File: src/hw/rtl/htok_pkg.sv
// ----------------------------------------------------------------------------
// htok_pkg: shared types and constants for the request tokenizer
// Record and bundle types, token kind codes, character codes and defaults.
// ----------------------------------------------------------------------------
package htok_pkg;

	localparam int DEF_METHOD_LEN  = 16;
	localparam int DEF_PATH_LEN    = 256;
	localparam int DEF_VERSION_LEN = 16;
	localparam int DEF_KEY_LEN     = 64;
	localparam int DEF_VALUE_LEN   = 256;
	localparam int DEF_MAX_HEADERS = 32;

	// bundles held between front and back
	localparam int QUEUE_DEPTH = 4;
	localparam int QPTR_W      = $clog2(QUEUE_DEPTH);

	// most records one byte can cause
	localparam int MAX_RECS = 3;

	localparam logic [2:0] KIND_METHOD  = 3'd0;
	localparam logic [2:0] KIND_PATH    = 3'd1;
	localparam logic [2:0] KIND_VERSION = 3'd2;
	localparam logic [2:0] KIND_KEY     = 3'd3;
	localparam logic [2:0] KIND_VALUE   = 3'd4;
	localparam logic [2:0] KIND_SUMMARY = 3'd5;

	localparam logic [7:0] CH_SPACE = 8'h20;
	localparam logic [7:0] CH_COLON = 8'h3A;
	localparam logic [7:0] CH_CR    = 8'h0D;
	localparam logic [7:0] CH_LF    = 8'h0A;

	typedef struct packed {
		logic [2:0] kind;
		logic [4:0] slot;
		logic [7:0] offset;
		logic [7:0] ch;
		logic       tend;
		logic [7:0] len;
		logic       failed;
		logic [5:0] total;
		logic       last;
	} rec_t;

	typedef struct packed {
		logic [1:0]                  cnt;
		rec_t [MAX_RECS-1:0]         recs;
	} bundle_t;

	function automatic rec_t mk_rec(
		input logic [2:0] kind,
		input logic [4:0] slot,
		input logic [7:0] offset,
		input logic [7:0] ch,
		input logic       tend,
		input logic [7:0] len,
		input logic       failed,
		input logic [5:0] total
	);
		rec_t r;
		r.kind   = kind;
		r.slot   = slot;
		r.offset = offset;
		r.ch     = ch;
		r.tend   = tend;
		r.len    = len;
		r.failed = failed;
		r.total  = total;
		r.last   = 1'b0;
		return r;
	endfunction

endpackage

File: src/hw/rtl/htok_in_if.sv
// ----------------------------------------------------------------------------
// htok_in_if: request byte channel
// Valid/ready channel carrying one raw request byte and its end mark.
// ----------------------------------------------------------------------------
interface htok_in_if;
	logic       valid;
	logic       ready;
	logic [7:0] in_byte;
	logic       end_of_request;

	modport source (output valid, output in_byte, output end_of_request, input ready);
	modport sink   (input valid, input in_byte, input end_of_request, output ready);
endinterface

File: src/hw/rtl/htok_out_if.sv
// ----------------------------------------------------------------------------
// htok_out_if: token record channel
// Valid/ready channel carrying one token character, token end or summary.
// ----------------------------------------------------------------------------
interface htok_out_if;
	logic       valid;
	logic       ready;
	logic [2:0] token_kind;
	logic [4:0] slot;
	logic [7:0] offset;
	logic [7:0] char_out;
	logic       token_end;
	logic [7:0] token_length;
	logic       token_failed;
	logic [5:0] header_total;
	logic       last;

	modport source (
		output valid, output token_kind, output slot, output offset, output char_out,
		output token_end, output token_length, output token_failed, output header_total,
		output last, input ready
	);
	modport sink (
		input valid, input token_kind, input slot, input offset, input char_out,
		input token_end, input token_length, input token_failed, input header_total,
		input last, output ready
	);
endinterface

File: src/hw/rtl/htok_front.sv
// ----------------------------------------------------------------------------
// htok_front: byte classifier and parse state
// Takes one byte per cycle while the queue is not full, updates line/token state and builds the bundle
// of up to three records that the byte causes.
// ----------------------------------------------------------------------------
module htok_front import htok_pkg::*; #(
	parameter int METHOD_LEN  = DEF_METHOD_LEN,
	parameter int PATH_LEN    = DEF_PATH_LEN,
	parameter int VERSION_LEN = DEF_VERSION_LEN,
	parameter int KEY_LEN     = DEF_KEY_LEN,
	parameter int VALUE_LEN   = DEF_VALUE_LEN,
	parameter int MAX_HEADERS = DEF_MAX_HEADERS
) (
	input  logic     clk,
	input  logic     arst_n,
	htok_in_if.sink  req,
	input  logic     q_full,
	output logic     push,
	output bundle_t  push_data
);

	localparam logic [7:0] METHOD_LIM  = 8'(METHOD_LEN - 1);
	localparam logic [7:0] PATH_LIM    = 8'(PATH_LEN - 1);
	localparam logic [7:0] VERSION_LIM = 8'(VERSION_LEN - 1);
	localparam logic [7:0] KEY_LIM     = 8'(KEY_LEN - 1);
	localparam logic [7:0] VALUE_LIM   = 8'(VALUE_LEN - 1);
	localparam logic [5:0] HDR_MAX     = 6'(MAX_HEADERS);

	logic       phase_q, phase_d;
	logic [1:0] sfield_q, sfield_d;
	logic       delim_q, delim_d;
	logic [5:0] hcount_q, hcount_d;
	logic [7:0] offset_q, offset_d;
	logic       lead_q, lead_d;
	logic [7:0] tlen_q, tlen_d;
	logic       colon_q, colon_d;
	logic       sfail_q, sfail_d;
	logic       vseen_q, vseen_d;

	logic       accept;
	logic       is_crlf;
	logic       do_close;
	logic       sfail_now;
	logic [7:0] slim;
	logic [1:0] cnt;
	rec_t [MAX_RECS-1:0] recs;

	assign req.ready = !q_full;
	assign accept    = req.valid && !q_full;
	assign is_crlf   = (req.in_byte == CH_CR) || (req.in_byte == CH_LF);

	always_comb begin
		phase_d  = phase_q;
		sfield_d = sfield_q;
		delim_d  = delim_q;
		hcount_d = hcount_q;
		offset_d = offset_q;
		lead_d   = lead_q;
		tlen_d   = tlen_q;
		colon_d  = colon_q;
		sfail_d  = sfail_q;
		vseen_d  = vseen_q;
		cnt      = 2'd0;
		recs     = '0;
		slim     = VERSION_LIM;
		sfail_now = 1'b0;

		// byte itself
		if (!is_crlf) begin
			if (delim_d) begin
				delim_d  = 1'b0;
				offset_d = 8'd0;
				tlen_d   = 8'd0;
				colon_d  = 1'b0;
				vseen_d  = 1'b0;
				lead_d   = 1'b1;
			end
			if (!phase_d) begin
				if (req.in_byte == CH_SPACE) begin
					if (!lead_d) begin
						if (sfield_d != 2'd3) begin
							recs[cnt] = mk_rec({1'b0, sfield_d}, 5'd0, 8'd0, 8'd0, 1'b1,
								offset_d, 1'b0, 6'd0);
							cnt = cnt + 2'd1;
							sfield_d = sfield_d + 2'd1;
						end
						lead_d = 1'b1;
					end
				end else begin
					if (lead_d) begin
						lead_d   = 1'b0;
						offset_d = 8'd0;
					end
					unique case (sfield_d)
						2'd0:    slim = METHOD_LIM;
						2'd1:    slim = PATH_LIM;
						default: slim = VERSION_LIM;
					endcase
					if (sfield_d != 2'd3 && offset_d < slim) begin
						recs[cnt] = mk_rec({1'b0, sfield_d}, 5'd0, offset_d, req.in_byte,
							1'b0, 8'd0, 1'b0, 6'd0);
						cnt = cnt + 2'd1;
						offset_d = offset_d + 8'd1;
					end
				end
			end else if (hcount_d < HDR_MAX) begin
				if (!colon_d) begin
					if (req.in_byte == CH_COLON) begin
						// leading colons are skipped
						if (!lead_d) begin
							recs[cnt] = mk_rec(KIND_KEY, hcount_d[4:0], 8'd0, 8'd0, 1'b1,
								offset_d, 1'b0, 6'd0);
							cnt = cnt + 2'd1;
							colon_d  = 1'b1;
							lead_d   = 1'b1;
							offset_d = 8'd0;
							tlen_d   = 8'd0;
						end
					end else begin
						lead_d = 1'b0;
						if (offset_d < KEY_LIM) begin
							recs[cnt] = mk_rec(KIND_KEY, hcount_d[4:0], offset_d, req.in_byte,
								1'b0, 8'd0, 1'b0, 6'd0);
							cnt = cnt + 2'd1;
							offset_d = offset_d + 8'd1;
						end
					end
				end else begin
					vseen_d = 1'b1;
					if (!(req.in_byte == CH_SPACE && lead_d)) begin
						lead_d = 1'b0;
						if (offset_d < VALUE_LIM) begin
							recs[cnt] = mk_rec(KIND_VALUE, hcount_d[4:0], offset_d,
								req.in_byte, 1'b0, 8'd0, 1'b0, 6'd0);
							cnt = cnt + 2'd1;
							offset_d = offset_d + 8'd1;
							// trailing blanks stay out of the length
							if (req.in_byte != CH_SPACE) tlen_d = offset_d;
						end
					end
				end
			end
		end

		// line close, on a line break or at end of request
		do_close = is_crlf ? !delim_q : req.end_of_request;
		if (do_close) begin
			if (!phase_d) begin
				if (!lead_d) begin
					if (sfield_d != 2'd3) begin
						sfail_now = (sfield_d != 2'd2);
						recs[cnt] = mk_rec({1'b0, sfield_d}, 5'd0, 8'd0, 8'd0, 1'b1,
							offset_d, sfail_now, 6'd0);
						cnt = cnt + 2'd1;
						if (sfail_now) sfail_d = 1'b1;
						sfield_d = sfield_d + 2'd1;
					end
					lead_d = 1'b1;
				end else if (sfield_d != 2'd3) begin
					recs[cnt] = mk_rec({1'b0, sfield_d}, 5'd0, 8'd0, 8'd0, 1'b1,
						8'd0, 1'b1, 6'd0);
					cnt = cnt + 2'd1;
					sfail_d = 1'b1;
				end
				phase_d = 1'b1;
			end else if (hcount_d < HDR_MAX) begin
				if (!colon_d) begin
					recs[cnt] = mk_rec(KIND_KEY, hcount_d[4:0], 8'd0, 8'd0, 1'b1,
						offset_d, 1'b1, 6'd0);
					cnt = cnt + 2'd1;
				end else if (!vseen_d) begin
					recs[cnt] = mk_rec(KIND_VALUE, hcount_d[4:0], 8'd0, 8'd0, 1'b1,
						8'd0, 1'b1, 6'd0);
					cnt = cnt + 2'd1;
				end else begin
					recs[cnt] = mk_rec(KIND_VALUE, hcount_d[4:0], 8'd0, 8'd0, 1'b1,
						tlen_d, 1'b0, 6'd0);
					cnt = cnt + 2'd1;
					hcount_d = hcount_d + 6'd1;
				end
			end
			delim_d = 1'b1;
		end

		if (req.end_of_request) begin
			recs[cnt] = mk_rec(KIND_SUMMARY, 5'd0, 8'd0, 8'd0, 1'b0, 8'd0,
				sfail_d || !phase_d, hcount_d);
			cnt = cnt + 2'd1;
			phase_d  = 1'b0;
			sfield_d = 2'd0;
			delim_d  = 1'b1;
			hcount_d = 6'd0;
			offset_d = 8'd0;
			lead_d   = 1'b1;
			tlen_d   = 8'd0;
			colon_d  = 1'b0;
			sfail_d  = 1'b0;
			vseen_d  = 1'b0;
		end

		if (cnt != 2'd0) recs[cnt - 2'd1].last = 1'b1;
	end

	assign push           = accept && (cnt != 2'd0);
	assign push_data.cnt  = cnt;
	assign push_data.recs = recs;

	always_ff @(posedge clk or negedge arst_n) begin
		if (!arst_n) begin
			phase_q  <= 1'b0;
			sfield_q <= 2'd0;
			delim_q  <= 1'b1;
			hcount_q <= 6'd0;
			offset_q <= 8'd0;
			lead_q   <= 1'b1;
			tlen_q   <= 8'd0;
			colon_q  <= 1'b0;
			sfail_q  <= 1'b0;
			vseen_q  <= 1'b0;
		end else if (accept) begin
			phase_q  <= phase_d;
			sfield_q <= sfield_d;
			delim_q  <= delim_d;
			hcount_q <= hcount_d;
			offset_q <= offset_d;
			lead_q   <= lead_d;
			tlen_q   <= tlen_d;
			colon_q  <= colon_d;
			sfail_q  <= sfail_d;
			vseen_q  <= vseen_d;
		end
	end

endmodule

File: src/hw/rtl/htok_queue.sv
// ----------------------------------------------------------------------------
// htok_queue: record bundle queue
// Short first-in first-out store of bundles between front and back.
// ----------------------------------------------------------------------------
module htok_queue import htok_pkg::*; (
	input  logic    clk,
	input  logic    arst_n,
	input  logic    push,
	input  bundle_t push_data,
	output logic    full,
	input  logic    pop,
	output logic    empty,
	output bundle_t head
);

	bundle_t              mem_q [QUEUE_DEPTH];
	logic [QPTR_W-1:0]    wptr_q;
	logic [QPTR_W-1:0]    rptr_q;
	logic [QPTR_W:0]      count_q;

	assign full  = (count_q == (QPTR_W + 1)'(QUEUE_DEPTH));
	assign empty = (count_q == '0);
	assign head  = mem_q[rptr_q];

	always_ff @(posedge clk) begin
		if (push) mem_q[wptr_q] <= push_data;
	end

	always_ff @(posedge clk or negedge arst_n) begin
		if (!arst_n) begin
			wptr_q  <= '0;
			rptr_q  <= '0;
			count_q <= '0;
		end else begin
			if (push) wptr_q <= wptr_q + 1'b1;
			if (pop) rptr_q <= rptr_q + 1'b1;
			if (push && !pop) count_q <= count_q + 1'b1;
			else if (pop && !push) count_q <= count_q - 1'b1;
		end
	end

endmodule

File: src/hw/rtl/htok_back.sv
// ----------------------------------------------------------------------------
// htok_back: record serialiser
// Walks the records of the head bundle and presents them one word per cycle
// while tok takes them, through an output register.
// ----------------------------------------------------------------------------
module htok_back import htok_pkg::*; (
	input  logic      clk,
	input  logic      arst_n,
	input  logic      empty,
	input  bundle_t   head,
	output logic      pop,
	htok_out_if.source tok
);

	logic [1:0] idx_q;
	logic       valid_q;
	rec_t       rec_q;
	logic       load;
	logic       at_last;

	assign load    = !valid_q || tok.ready;
	assign at_last = (idx_q == head.cnt - 2'd1);
	assign pop     = load && !empty && at_last;

	always_ff @(posedge clk or negedge arst_n) begin
		if (!arst_n) begin
			valid_q <= 1'b0;
			idx_q   <= 2'd0;
		end else if (load) begin
			valid_q <= !empty;
			if (!empty) idx_q <= at_last ? 2'd0 : idx_q + 2'd1;
		end
	end

	always_ff @(posedge clk) begin
		if (load && !empty) rec_q <= head.recs[idx_q];
	end

	assign tok.valid        = valid_q;
	assign tok.token_kind   = rec_q.kind;
	assign tok.slot         = rec_q.slot;
	assign tok.offset       = rec_q.offset;
	assign tok.char_out     = rec_q.ch;
	assign tok.token_end    = rec_q.tend;
	assign tok.token_length = rec_q.len;
	assign tok.token_failed = rec_q.failed;
	assign tok.header_total = rec_q.total;
	assign tok.last         = rec_q.last;

endmodule

File: src/hw/rtl/http_request_tokenizer.sv
// ----------------------------------------------------------------------------
// http_request_tokenizer: byte-wise request line and header tokenizer
// Splits request text into method, path, version and header key/value
// records, closed by a summary record per request.
// ----------------------------------------------------------------------------
// req carries one request byte per word, with end_of_request on the final
// byte. tok carries one record per word: a token character, a token end
// with its length and fail flag, or the request summary; last marks the
// final record caused by a byte.
// Throughput: one byte per cycle while each byte yields at most one record
// and tok is ready. A byte yielding several records sends them in turn;
// only the final byte of a request can yield up to three. The output port
// sets the rate. The records of a byte are written to the queue at the edge
// that takes the byte and reach tok through the output register.
// A four-bundle queue decouples the parser from the output; when tok stalls
// the queue fills and req.ready drops, and no record is lost.
// Reset clears the parse state, empties the queue and drops tok.valid.
// ----------------------------------------------------------------------------
module http_request_tokenizer import htok_pkg::*; #(
	parameter int METHOD_LEN  = DEF_METHOD_LEN,
	parameter int PATH_LEN    = DEF_PATH_LEN,
	parameter int VERSION_LEN = DEF_VERSION_LEN,
	parameter int KEY_LEN     = DEF_KEY_LEN,
	parameter int VALUE_LEN   = DEF_VALUE_LEN,
	parameter int MAX_HEADERS = DEF_MAX_HEADERS
) (
	input  logic       clk,
	input  logic       arst_n,
	htok_in_if.sink    req,
	htok_out_if.source tok
);

	logic    push;
	logic    pop;
	logic    full;
	logic    empty;
	bundle_t push_data;
	bundle_t head;

	htok_front #(
		.METHOD_LEN  (METHOD_LEN),
		.PATH_LEN    (PATH_LEN),
		.VERSION_LEN (VERSION_LEN),
		.KEY_LEN     (KEY_LEN),
		.VALUE_LEN   (VALUE_LEN),
		.MAX_HEADERS (MAX_HEADERS)
	) u_front (
		.clk       (clk),
		.arst_n    (arst_n),
		.req       (req),
		.q_full    (full),
		.push      (push),
		.push_data (push_data)
	);

	htok_queue u_queue (
		.clk       (clk),
		.arst_n    (arst_n),
		.push      (push),
		.push_data (push_data),
		.full      (full),
		.pop       (pop),
		.empty     (empty),
		.head      (head)
	);

	htok_back u_back (
		.clk    (clk),
		.arst_n (arst_n),
		.empty  (empty),
		.head   (head),
		.pop    (pop),
		.tok    (tok)
	);

endmodule
File: src/flat_wrapper.sv
// flat-port wrapper written by rule: the top's interface ports become plain ports
module http_request_tokenizer_flat import htok_pkg::*;
#(
	parameter int METHOD_LEN  = DEF_METHOD_LEN,
	parameter int PATH_LEN    = DEF_PATH_LEN,
	parameter int VERSION_LEN = DEF_VERSION_LEN,
	parameter int KEY_LEN     = DEF_KEY_LEN,
	parameter int VALUE_LEN   = DEF_VALUE_LEN,
	parameter int MAX_HEADERS = DEF_MAX_HEADERS
)
  (clk, arst_n, req_valid, req_in_byte, req_end_of_request, req_ready, tok_valid, tok_token_kind, tok_slot, tok_offset, tok_char_out, tok_token_end, tok_token_length, tok_token_failed, tok_header_total, tok_last, tok_ready);
  htok_in_if req_i ();
  htok_out_if tok_i ();
  input  logic clk;
  input  logic arst_n;
  input wire logic [$bits(req_i.valid)-1:0] req_valid;
  input wire logic [$bits(req_i.in_byte)-1:0] req_in_byte;
  input wire logic [$bits(req_i.end_of_request)-1:0] req_end_of_request;
  output wire logic [$bits(req_i.ready)-1:0] req_ready;
  output wire logic [$bits(tok_i.valid)-1:0] tok_valid;
  output wire logic [$bits(tok_i.token_kind)-1:0] tok_token_kind;
  output wire logic [$bits(tok_i.slot)-1:0] tok_slot;
  output wire logic [$bits(tok_i.offset)-1:0] tok_offset;
  output wire logic [$bits(tok_i.char_out)-1:0] tok_char_out;
  output wire logic [$bits(tok_i.token_end)-1:0] tok_token_end;
  output wire logic [$bits(tok_i.token_length)-1:0] tok_token_length;
  output wire logic [$bits(tok_i.token_failed)-1:0] tok_token_failed;
  output wire logic [$bits(tok_i.header_total)-1:0] tok_header_total;
  output wire logic [$bits(tok_i.last)-1:0] tok_last;
  input wire logic [$bits(tok_i.ready)-1:0] tok_ready;
  assign req_i.valid = req_valid;
  assign req_i.in_byte = req_in_byte;
  assign req_i.end_of_request = req_end_of_request;
  assign req_ready = req_i.ready;
  assign tok_valid = tok_i.valid;
  assign tok_token_kind = tok_i.token_kind;
  assign tok_slot = tok_i.slot;
  assign tok_offset = tok_i.offset;
  assign tok_char_out = tok_i.char_out;
  assign tok_token_end = tok_i.token_end;
  assign tok_token_length = tok_i.token_length;
  assign tok_token_failed = tok_i.token_failed;
  assign tok_header_total = tok_i.header_total;
  assign tok_last = tok_i.last;
  assign tok_i.ready = tok_ready;
  http_request_tokenizer #(.METHOD_LEN(METHOD_LEN), .PATH_LEN(PATH_LEN), .VERSION_LEN(VERSION_LEN), .KEY_LEN(KEY_LEN), .VALUE_LEN(VALUE_LEN), .MAX_HEADERS(MAX_HEADERS)) u_core (.clk(clk), .arst_n(arst_n), .req(req_i), .tok(tok_i));
endmodule
File: config.mk
export PLATFORM = sky130hd
export DESIGN_NAME = http_request_tokenizer_flat
export DESIGN_NICKNAME = d
export VERILOG_FILES = /design/src/hw/rtl/htok_pkg.sv /design/src/hw/rtl/htok_in_if.sv /design/src/hw/rtl/htok_out_if.sv /design/src/hw/rtl/htok_front.sv /design/src/hw/rtl/htok_queue.sv /design/src/hw/rtl/htok_back.sv /design/src/hw/rtl/http_request_tokenizer.sv /design/src/flat_wrapper.sv
export SDC_FILE = /design/constraint.sdc
export NUM_CORES = 1
export LEC_CHECK = 0
export BUFFER_PORTS_ARGS = -buffer_cell sky130_fd_sc_hd__buf_2
export CAP_MARGIN = 20
export CORE_UTILIZATION = 45
export DETAILED_ROUTE_END_ITERATION = 10
export RECOVER_POWER = 100
export SYNTH_ARGS = -nofsm -noshare
export SYNTH_HDL_FRONTEND = slang
export SYNTH_SLANG_ARGS = --single-unit
File: constraint.sdc
create_clock -name clk -period 5.9 [get_ports clk]
set_input_delay 1.77 -clock clk [delete_from_list [all_inputs] [get_ports clk]]
set_output_delay 1.77 -clock clk [all_outputs]
set_load 0.01 [all_outputs]
# Yosys cells after proc, flatten, opt, wreduce, memory -nomap -nowiden
# Memories as Yosys holds them, arrays and structs flattened.
# Cells that the tools add are included.
[totals]
ram_bits = 500
mem_count = 1
output_inout_bits = 43
reg_bits = 81
inputBits = 13
[mem_list]
columns = ["name", "words", "width", "read_ports", "rd_ports_with_merged_regs", "write_ports", "line_no", "source"]
rows = [
  ["u_core.u_queue.mem_q", 4, 125, 1, 0, 1, "htok_queue.sv:16", "bundle_t mem_q [QUEUE_DEPTH];"],
]
[op_classes]
n_lt_le_gt_ge = 11
bitwise_logic = 1
eq_ne = 12
mux = 150
n_reduce_logical = 26
n_addsub = 14
[op_table]
columns = ["operator", "count"]
rows = [
  ["$mux W123", 10],
  ["$bwmux W123", 7],
  ["$mux W41", 11],
  ["$mux W8", 33],
  ["$demux W41 S2", 3],
  ["$mux W40", 5],
  ["$bmux W41 S2", 1],
  ["$mux W1", 50],
  ["$mux W2", 22],
  ["$mux W6", 6],
  ["$add A8 B1 Y8 const B", 2],
  ["$eq A8 B4 Y1 const B", 2],
  ["$eq A8 B6 Y1 const B", 2],
  ["$add A2 B1 Y2 const B", 7],
  ["$lt A2 B3 Y1 const B", 4],
  ["$logic_and A1 B1 Y1", 11],
  ["$lt A8 B6 Y1 const B", 1],
  ["$lt A8 B8 Y1", 1],
  ["$lt A8 B8 Y1 const B", 1],
  ["$ne A8 B6 Y1 const B", 1],
  ["$logic_not A1 Y1", 7],
  ["$add A6 B1 Y6 const B", 1],
  ["$ge A2 B1 Y1 const B", 3],
  ["$lt A6 B6 Y1 const B", 1],
  ["other kinds (14)", 22],
]

# Longest topological paths before layout
# Gate-level depths: netlist (run 1).
[depth]
word_depth = 27
mapped_depth = 26
mapped_depth_nobuf = 23

# By module
# From an unflattened synthesis (run 1), not the netlist that was laid out.
[unflattened]
hier_cells = 1601
hier_area_um2 = 25769.7
[by_module_without_submodules]
columns = ["module", "area_each_um2", "n_inst", "cells_per_inst"]
rows = [
  ["htok_queue", 18385.1, 1, 687],
  ["htok_front", 5102.4, 1, 716],
  ["htok_back", 2282.2, 1, 198],
]

# Worst setup path before layout (run 1)
# Ideal clock, no wire load.
[synth_path]
path_type = "input -> register"
from = "input port req_in_byte[1]"
to = "memory u_core.u_queue.mem_q[0][0] in the netlist's numbering (enable)"
path_buffers = 2
stages = 14
arrival_ns = 6.851
setup_slack_ns = -1.394
path_cell_list = "or4_4 or4_1 buf_2 a32oi_4 o21bai_2 and3_4 buf_6 ha_1 mux2_2 o21a_1 ha_1 mux2_2 a21oi_2 and2_1"
[synth_via]
elab_chain_len = 17
elab_cells_between_ends = 29
[synth_lines]
columns = ["element", "line_no", "source"]
rows = [
  ["from (decl)", "flat_wrapper.sv:17", "input wire logic [$bits(req_i.in_byte)-1:0] req_in_byte;"],
  ["$eq A8 B6 Y1", "htok_front.sv:79, htok_front.sv:130", ""],
  ["$logic_and A1 B1 Y1", "htok_front.sv:130", "if (!(req.in_byte == CH_SPACE && lead_d)) begin"],
  ["$mux W1", "htok_front.sv:130", ""],
  ["$mux W2", "htok_front.sv:107", "if (!colon_d) begin"],
  ["$mux W2", "htok_front.sv:106", "end else if (hcount_d < HDR_MAX) begin"],
  ["$mux W2", "htok_front.sv:78", "if (!phase_d) begin"],
  ["$mux W2", "htok_front.sv:69", "if (!is_crlf) begin"],
  ["$add A2 B1 Y2", "-", ""],
  ["[... 2 more ...]", "-", ""],
  ["$mux W2 (*)", "htok_front.sv:147", "if (do_close) begin"],
  ["$add A2 B1 Y2", "htok_front.sv:188", "cnt = cnt + 2'd1;"],
  ["$mux W2 (*)", "htok_front.sv:185", "if (req.end_of_request) begin"],
  ["$reduce_bool A2 Y1 (*)", "htok_front.sv:204", "assign push = accept && (cnt != 2'd0);"],
  ["$logic_and A1 B1 Y1 (*)", "htok_front.sv:204", ""],
  ["via u_core.push", "http_request_tokenizer.sv:33", "logic push;"],
  ["$mux W1 (*)", "htok_queue.sv:26", "if (push) mem_q[wptr_q] <= push_data;"],
  ["$mux W1 (not written as such) (*)", "htok_queue.sv:26", ""],
  ["to (decl)", "htok_queue.sv:16", ""],
]
# The timed path passes the listed nets; every way through them passes the cells marked *.

# Worst setup path after layout (run 1)
[layout_path]
from = "input port req_in_byte[1]"
to = "register u_core.u_queue.count_q[1]"
[layout_via]
elab_chain_len = 18
elab_cells_between_ends = 32
[layout_lines]
columns = ["element", "line_no", "source"]
rows = [
  ["$eq A8 B6 Y1", "htok_front.sv:79, htok_front.sv:130", ""],
  ["$logic_and A1 B1 Y1", "htok_front.sv:130", ""],
  ["$mux W1", "htok_front.sv:130", ""],
  ["$mux W2", "htok_front.sv:107", ""],
  ["$mux W2", "htok_front.sv:106", ""],
  ["$mux W2", "htok_front.sv:78", ""],
  ["$mux W2", "htok_front.sv:69", ""],
  ["$add A2 B1 Y2", "-", ""],
  ["[... 3 more ...]", "-", ""],
  ["$add A2 B1 Y2", "htok_front.sv:188", ""],
  ["$mux W2 (*)", "htok_front.sv:185", ""],
  ["$reduce_bool A2 Y1 (*)", "htok_front.sv:204", ""],
  ["$logic_and A1 B1 Y1 (*)", "htok_front.sv:204", ""],
  ["via u_core.push", "http_request_tokenizer.sv:33", ""],
  ["$logic_not A1 Y1", "htok_queue.sv:38", "else if (pop && !push) count_q <= count_q - 1'b1;"],
  ["$logic_and A1 B1 Y1", "htok_queue.sv:38", ""],
  ["$reduce_bool A2 Y1 (no line)", "-", ""],
  ["to (signal assigned)", "htok_queue.sv:37", "if (push && !pop) count_q <= count_q + 1'b1;"],
  ["to (signal assigned)", "htok_queue.sv:38", ""],
  ["to (decl)", "htok_queue.sv:19", "logic [QPTR_W:0] count_q;"],
]
# Marked as above.
# A chain may end at the register's enable or synchronous reset.

==> metrics.md, run 1 <==
| Metric | Value |
|---|---|
| Status | `finished with violations` |
| Failing checks | `capacitance limit, slew limit` |
| Pre-CTS setup slack | `15.37 ps` |
| Least-Margin Pin Slew | `approximately 4500 ps` |
| Max-slew violation count | `~190` |
| Placed inst area | `0.01931 mm2` |
| P_leak | `between 7 and 8 nW` |
| Synthesized area | `about 0.018 mm2` |
| Clock share of power | `24.6%` |
| Post-synthesis sequential area ratio | `roughly 64%` |
| Die height | `roughly 200 um` |
| Post-synth EDFFs | `349` |
| GRT Total Usage | `23.01%` |
| Post-DRT Antenna Nets | `0` |
| H-tree depth | `2` |
| Mapped Cells | `around 1200` |
| P_sw | `0.003276 W` |
| Mean Syn Cell Area | `roughly 14 um2` |
| Worst Setup Start Kind | `primary input` |
| Slew HR | `-199.3%` |
| Vias per cell | `5.974` |
| Switching power share of the total | `~33%` |
| Reg2reg setup slack | `620 ps` |
| Critical Path Sink Type | `flop` |
| Max IR drop VDD | `0.2312 mV` |
| Die width | `201.0 um` |
| Number of DRC markers in iteration 0 | `1033` |
| Buffers on Ports | `55` |
| Setup Skew | `17.90 ps` |
| Diode count | `0` |
| Fin. Hold Viols | `0` |
| CP startpoint | `req_in_byte[1]` |
| # setup viols final | `0` |
| Clock root cell | `clkbuf_16` |
| CTS Buf Count | `41` |
| Post-CTS Setup Bufs | `0` |
| Hold endpoint | `u_core.u_front.tlen_q[0]$_DFFE_PN0P_` |
| Crit path max-delay cell type | `o31ai_1` |
| First-pass GRT wire length | `69.96 mm` |
| Crit Path Max Fanout | `3` |
| IO Pins | `56` |
| Resized cells post-CTS | `0` |
| Synth area leaders | `edfxtp_1 59%, mux4_2 9.7%, dfrtp_1 5.3%, nor2_1 2.1%, nand2_1 1.9%` |
| Post-synth top area share | `between 50% and 60%` |
| HP Start | `u_core.u_front.tlen_q[0]$_DFFE_PN0P_` |
| Row count | `72` |
| Initial Utilization | `between 40 and 50%` |
| Crit Reg-Reg Startpoint | `u_core.u_queue.rptr_q[1]$_DFFE_PN0P_` |
| Data required time of the worst path | `6340 ps` |
| Area Overhead vs Synth | `14.20%` |
| Family with the most delay on the worst path | `simple AND/OR/NAND/NOR gates` |
| Worst endpoint data arrival time | `5940 ps` |
| Core area | `around 0.039 mm2` |
| 1st-pass router iterations | `5` |
| Syn nets | `1280` |
| Period Utilization, post-route | `93.24%` |
| Combinational share of power | `between 30% and 40%` |
| Pint | `approximately 0.0067 W` |
| GRT overflow | `0` |
| Hold depth | `2` |
| Clock transition at the registers of the reported paths | `60 ps` |
| Seq pwr share | `between 40% and 50%` |
| Layout cells sized above 1 | `17.37%` |
| Power Dens Cells | `489.7 mW/mm2` |
| Initial antenna violation count | `1` |
| Final setup margin | `between 300 and 400 ps` |
| Total Wirelength | `45.37 mm` |
| GPL Wtd Cong | `0.9460` |
| Max clock buf depth | `3` |
| Post-synth top area cell | `edfxtp_1` |
| Total Nets Final | `around 1400` |
| WP buf/inv | `3` |
| Fmax | `181.8 MHz` |
| Drt drc | `0` |
| Clock sinks | `389` |
| Most frequent cell after synthesis | `edfxtp_1` |
| Max-cap viol count | `4` |
| Yosys reg bits | `389` |
| Hold Crit Class | `flop to flop` |
| Critical path class | `primary input to flop` |
| Synth top cells by count | `349 x edfxtp_1, 101 x nor2_1, 88 x nand2_1` |
| Worst-path cell chain | `buf_2 > or4_1 > or3_1 > nor4_1 > o21a_1 > inv_1 > ha_2 > mux2_1 > and3_1 > o31ai_1 > a21oi_4 > ha_1 > inv_2 > fa_2 > mux2_2` |
| Die area | `0.04041 mm2` |
| Clk_lat worst skew | `560 ps` |
| Via count | `11350` |
| Post-route minimum period | `5501 ps` |
| Vias in the first global route | `11370` |
| Worst path max stage delay | `600 ps` |
| Library cells used by synthesis | `86` |
| FF-to-FF End | `u_core.u_back.tok.token_length[7]$_DFFE_PP_` |
| CTS tree | `built` |
| RSZ-0062 raised after global routing | `no` |
| Largest net degree at the start of global routing | `72` |
| Ys flop type | `edfxtp_1` |
| R2r worst-path depth | `4` |
| # hold bufs at CTS | `0` |
| Yosys warns | `0` |
| Filler instances | `3289` |
| Post-route cell area | `0.02035 mm2` |
| Drt wl/cell | `around 24 um` |
| HPWL Detailed | `30.57 mm` |
| Overall power | `0.009966 W` |
| Async set-reset flop share out of synthesis | `between 10% and 20%` |
-- metrics by stage --
step / cells / utilization, % / TNS, ps / hold slack (ps)
finish: 1900 / 52.42 / 0 / 497.6
floorplan: 1247 / - / -19300 / 450.2
detailed placement: 1826 / 49.75 / 0 / 482.7
global route: 1900 / 52.42 / 0 / 513.6
global placement: 1826 / 49.75 / 0 / 473.5
CTS: 1900 / 53.03 / 0 / 494.2
-- how the worst max path moves through the flow --
stage,end,slack (ps),depth (start not counted)
2_1_floorplan,u_core.u_queue.count_q[2]$_DFFE_PN0P_,-80,19
3_3_place_gp,u_core.u_queue.count_q[2]$_DFFE_PN0P_,50,18
3_5_place_dp,u_core.u_queue.count_q[2]$_DFFE_PN0P_,20,18
4_1_cts,u_core.u_queue.count_q[2]$_DFFE_PN0P_,580,18
5_1_grt,u_core.u_queue.mem_q[3][88]$_DFFE_PP_,220,15
6_report,u_core.u_queue.count_q[1]$_DFFE_PN0P_,400,15
-- tightest hold or removal path, delay by kind of cell (launching register included) --
kind	cells	cell delay, ps
AND/OR/NAND/NOR	1	50
AO/OA/AOI/OAI	1	70
flip-flops	1	340
-- placed cells by master, fill, tap and decap left out, types with 20 or more instances in the layout --
cell and count:
edfxtp_1 349, nor2_1 102, nand2_1 88, mux4_2 77
clkbuf_1 75, o21ai_0 55, a21oi_1 52, buf_4 51
clkbuf_16 42, inv_1 40, dfrtp_1 38, mux2i_1 31
o22ai_1 29, nor3_1 24, nor2b_1 22, nand3_1 20
-- routing by layer --
metal  part of all wire, %  vias to the layer above  track usage (%)
li1                      -                     5078                -
met1                    43                     5773            32.53
met2                    47                      407            35.63
met3                   6.5                       93            4.075
met4                   3.1                        0            8.751
met5                     0                        -                0
-- cell type report --
| class | instances | area [um2] | share of cell area, % |
|---|---|---|---|
| flip-flops and latches | 389 | 11480 | 56.42 |
| multi-input cells | 739 | 5866 | 28.82 |
| clock buffers | 54 | 1096 | 5.385 |
| repair buffers | 138 | 924.6 | 4.543 |
| well taps | 518 | 648.1 | 3.184 |
| clock inverters | 20 | 177.7 | 0.8729 |
| inverters | 42 | 157.7 | 0.7746 |
-- state kept, by name, indices dropped and copies added, names as in the netlist, 2 cells and up --
name and cells:
u_core.u_front.offset_q 8, u_core.u_queue.rptr_q 2, u_core.u_queue.count_q 3, u_core.u_queue.mem_q 308, u_core.u_queue.wptr_q 2, u_core.u_back.idx_q 2
u_core.u_front.tlen_q 8, u_core.u_back.tok.token_length 8, u_core.u_back.tok.char_out 8, u_core.u_front.hcount_q 6, u_core.u_back.tok.header_total 6, u_core.u_back.tok.offset 8
u_core.u_front.sfield_q 2, u_core.u_back.tok.slot 5, u_core.u_back.tok.token_kind 3
-- logic make-up after synthesis --
logic type,count (synthesis),synth area share (%)
adders and majority gates,20,1.446
muxes,113,11.88
xor gates and xnor gates,20,0.9829
and+or+nand+nor,341,9.365
AOI/OAI and AO/OA,245,9.288
DFF,389,64.43
buffers and inverters,119,2.605
-- power by group through the flow --
stage	registers [W]	logic, W	clock network, W
after floorplan	0.00415	0.00219	0
after global placement	0.00425	0.00334	0
after detailed placement	0.00427	0.00334	0
after CTS	0.00421	0.00335	0.00251
after global routing	0.00428	0.00357	0.00261
final	0.00421	0.00330	0.00245
Note: power is estimated with default switching activity, not from simulation.
==> inputs of run 2 (changes only) <==
--- a/config.mk
+++ b/config.mk
@@ -7,8 +7,11 @@
 export LEC_CHECK = 0
 export BUFFER_PORTS_ARGS = -buffer_cell sky130_fd_sc_hd__buf_2
 export CAP_MARGIN = 20
+export CELL_PAD_IN_SITES_DETAIL_PLACEMENT = 0
+export CELL_PAD_IN_SITES_GLOBAL_PLACEMENT = 1
 export CORE_UTILIZATION = 45
 export DETAILED_ROUTE_END_ITERATION = 10
+export PLACE_DENSITY_LB_ADDON = 0.1
 export RECOVER_POWER = 100
 export SYNTH_ARGS = -nofsm -noshare
 export SYNTH_HDL_FRONTEND = slang
==> metrics.md, run 2 (synthesized netlist as in run 1, its figures left out) <==
| Metric | Value |
|---|---|
| Post-DRT Antenna Nets | `0 (unchanged)` |
| Drt drc | `0 (unchanged)` |
| Via count | `11410 (was 11350)` |
| Critical Path Sink Type | `flop (unchanged)` |
| Register name with the most flops | `u_core.u_queue.mem_q (unchanged)` |
| Die height | `201.0 um (unchanged)` |
| Least-Margin Pin Slew | `2814 ps (was 4489 ps)` |
| Clock root cell | `clkbuf_16 (unchanged)` |
| Power Dens Cells | `485.2 mW/mm2 (was 489.7 mW/mm2)` |
| Row count | `72 (unchanged)` |
| Clk_lat worst skew | `550 ps (was 560 ps)` |
| RSZ-0062 raised after global routing | `no (unchanged)` |
| P_leak | `7.149 nW (was 7.085 nW)` |
| Layout cells sized above 1 | `18.49% (was 17.37%)` |
| Largest register FFs | `308 (unchanged)` |
| Most common cell after layout, fill and taps aside | `edfxtp_1 (unchanged)` |
| Clock transition at the registers of the reported paths | `60 ps (about the same)` |
| Most frequent cells in the layout | `349 x edfxtp_1, 101 x nor2_1, 88 x nand2_1 (was 349 x edfxtp_1, 102 x nor2_1, 88 x nand2_1)` |
| Fmax | `181.0 MHz (was 181.8 MHz)` |
| Status | `finished with violations (unchanged)` |
| GRT overflow | `0 (unchanged)` |
| GRT Total Usage | `23.97% (was 23.01%)` |
| Resized cells post-CTS | `0 (unchanged)` |
| Clock sinks | `389 (unchanged)` |
| Drt wl/cell | `24.69 um (was 23.88 um)` |
| Total Wirelength | `47.24 mm (was 45.37 mm)` |
| Area Overhead vs Synth | `15.16% (was 14.20%)` |
| Number of DRC markers in iteration 0 | `968 (was 1033)` |
| Placed inst area | `0.01942 mm2 (was 0.01931 mm2)` |
| Die area | `0.04041 mm2 (unchanged)` |
| 1st-pass router iterations | `6 (was 5)` |
| Diode count | `0 (unchanged)` |
| Period Utilization, post-route | `93.66% (was 93.24%)` |
| Post-route cell area | `0.02052 mm2 (was 0.02035 mm2)` |
| Post-CTS Setup Bufs | `0 (unchanged)` |
| Worst hold margin | `502.7 ps (was 497.6 ps)` |
| IO Pins | `56 (unchanged)` |
| Setup Skew | `17.31 ps (was 17.90 ps)` |
| Worst endpoint data arrival time | `5860 ps (was 5940 ps)` |
| Core area | `0.03883 mm2 (unchanged)` |
| Total Nets Final | `1396 (was 1384)` |
| Fin. Hold Viols | `0 (unchanged)` |
| CTS tree | `built (unchanged)` |
| First-pass GRT wire length | `72.18 mm (was 69.96 mm)` |
| Buffers on Ports | `55 (unchanged)` |
| Initial antenna violation count | `0 (was 1)` |
| H-tree depth | `2 (unchanged)` |
| Largest net degree at the start of global routing | `59 (was 72)` |
| Slew HR | `-87.59% (was -199.3%)` |
| Max-slew violation count | `169 (was 187)` |
| Crit Path Max Fanout | `5 (was 3)` |
| Max-cap viol count | `4 (unchanged)` |
| # setup viols final | `0 (unchanged)` |
| Post-route minimum period | `5526 ps (was 5501 ps)` |
| HPWL Detailed | `32.24 mm (was 30.57 mm)` |
| # hold bufs at CTS | `0 (unchanged)` |
| GPL Wtd Cong | `0.8992 (was 0.9460)` |
| Worst Setup Start Kind | `primary input (unchanged)` |
| Max IR drop VDD | `0.2634 mV (was 0.2312 mV)` |
| Data required time of the worst path | `6240 ps (was 6340 ps)` |
| CTS Buf Count | `42 (was 41)` |
| Filler instances | `3284 (was 3289)` |
| Max clock buf depth | `3 (unchanged)` |
| Die width | `201.0 um (unchanged)` |
| Critical path class | `primary input to flop (unchanged)` |
| Vias in the first global route | `11490 (was 11370)` |
| Initial Utilization | `45.90% (unchanged)` |
| Failing checks | `capacitance limit, slew limit (unchanged)` |
| Hold Crit Class | `flop to flop (unchanged)` |
| Vias per cell | `5.962 (was 5.974)` |
run 2: cell types whose count changed in the layout (fill, tap and decap cells not counted), moves of 2 or more:
cell        before  now
buf_12          12   16
buf_4           51   63
clkbuf_1        75   68
clkbuf_4         2    0
clkinv_1         8   12
clkinv_4         3    0
clkinvlp_4       0    4
run 2: area by class of cell:
cell class | count | area [um2] | share of cell area (%)
Clock buffer | 53 | 1114 | 5.426
Clock inverter | 23 | 163.9 | 0.7986
Inverter | 42 | 157.7 | 0.7682
Multi-Input combinational cell | 739 | 5882 | 28.66
Sequential cell | 389 | 11490 | 55.97
Tap cell | 518 | 648.1 | 3.158
Timing Repair Buffer | 149 | 1071 | 5.219
run 2: metrics by stage:
| stage | cells | setup TNS (ps) | utilization [%] | total power [W] | setup WS (ps) |
|---|---|---|---|---|---|
| floorplan | 1247 | -19300 | - | 0.006341 | -80.32 |
| global placement | 1837 | 0 | 50.02 | 0.007639 | 28.47 |
| detailed placement | 1837 | 0 | 50.02 | 0.007657 | 3.967 |
| CTS | 1913 | 0 | 53.31 | 0.01013 | 574.1 |
| global route | 1913 | 0 | 52.86 | 0.01048 | 200.9 |
| finish | 1913 | 0 | 52.86 | 0.009958 | 373.8 |
run 2: report_power, final:
part	switching, W	internal, W	total [W]
logic	0.00192	0.00137	0.00329
registers	0.000327	0.00389	0.00421
clock network	0.00103	0.00142	0.00246
total	0.00328	0.00668	0.00996
run 2: worst max-delay path, stage by stage:
cell and delay [ps]:
buf_2 100, or4_4 540, or4_1 450, a32oi_1 320, o21bai_2 100, and3_4 210
ha_4 200, mux2_4 280, o21a_1 190, ha_1 190, and2_0 210, nor3_1 450
nand2_1 250, o22ai_1 290, clkbuf_1 300
run 2: worst paths after layout:
path                                                              from                                    end  cells past startpoint  slack [ps]
worst max-delay path                                    req_in_byte[1]  u_core.u_queue.mem_q[3][55]$_DFFE_PP_                     15         370
worst min-delay path              u_core.u_front.tlen_q[0]$_DFFE_PN0P_   u_core.u_front.tlen_q[0]$_DFFE_PN0P_                      2         500
worst max register to register  u_core.u_front.offset_q[1]$_DFFE_PN0P_  u_core.u_queue.mem_q[3][55]$_DFFE_PP_                     18         790
worst min register to register    u_core.u_front.tlen_q[0]$_DFFE_PN0P_   u_core.u_front.tlen_q[0]$_DFFE_PN0P_                      2         500
max in group asynchronous                                       arst_n   u_core.u_queue.rptr_q[1]$_DFFE_PN0P_                      2        1950
min in group asynchronous                                       arst_n   u_core.u_front.tlen_q[3]$_DFFE_PN0P_                      2        2120
run 2: per-layer routing:
layer,global-route usage [%],vias up,wire (um)
li1,-,5113,-
met1,33.30,5762,20540
met5,0,-,0
met3,4.253,112,2843
met2,37.88,419,22130
met4,8.888,0,1718
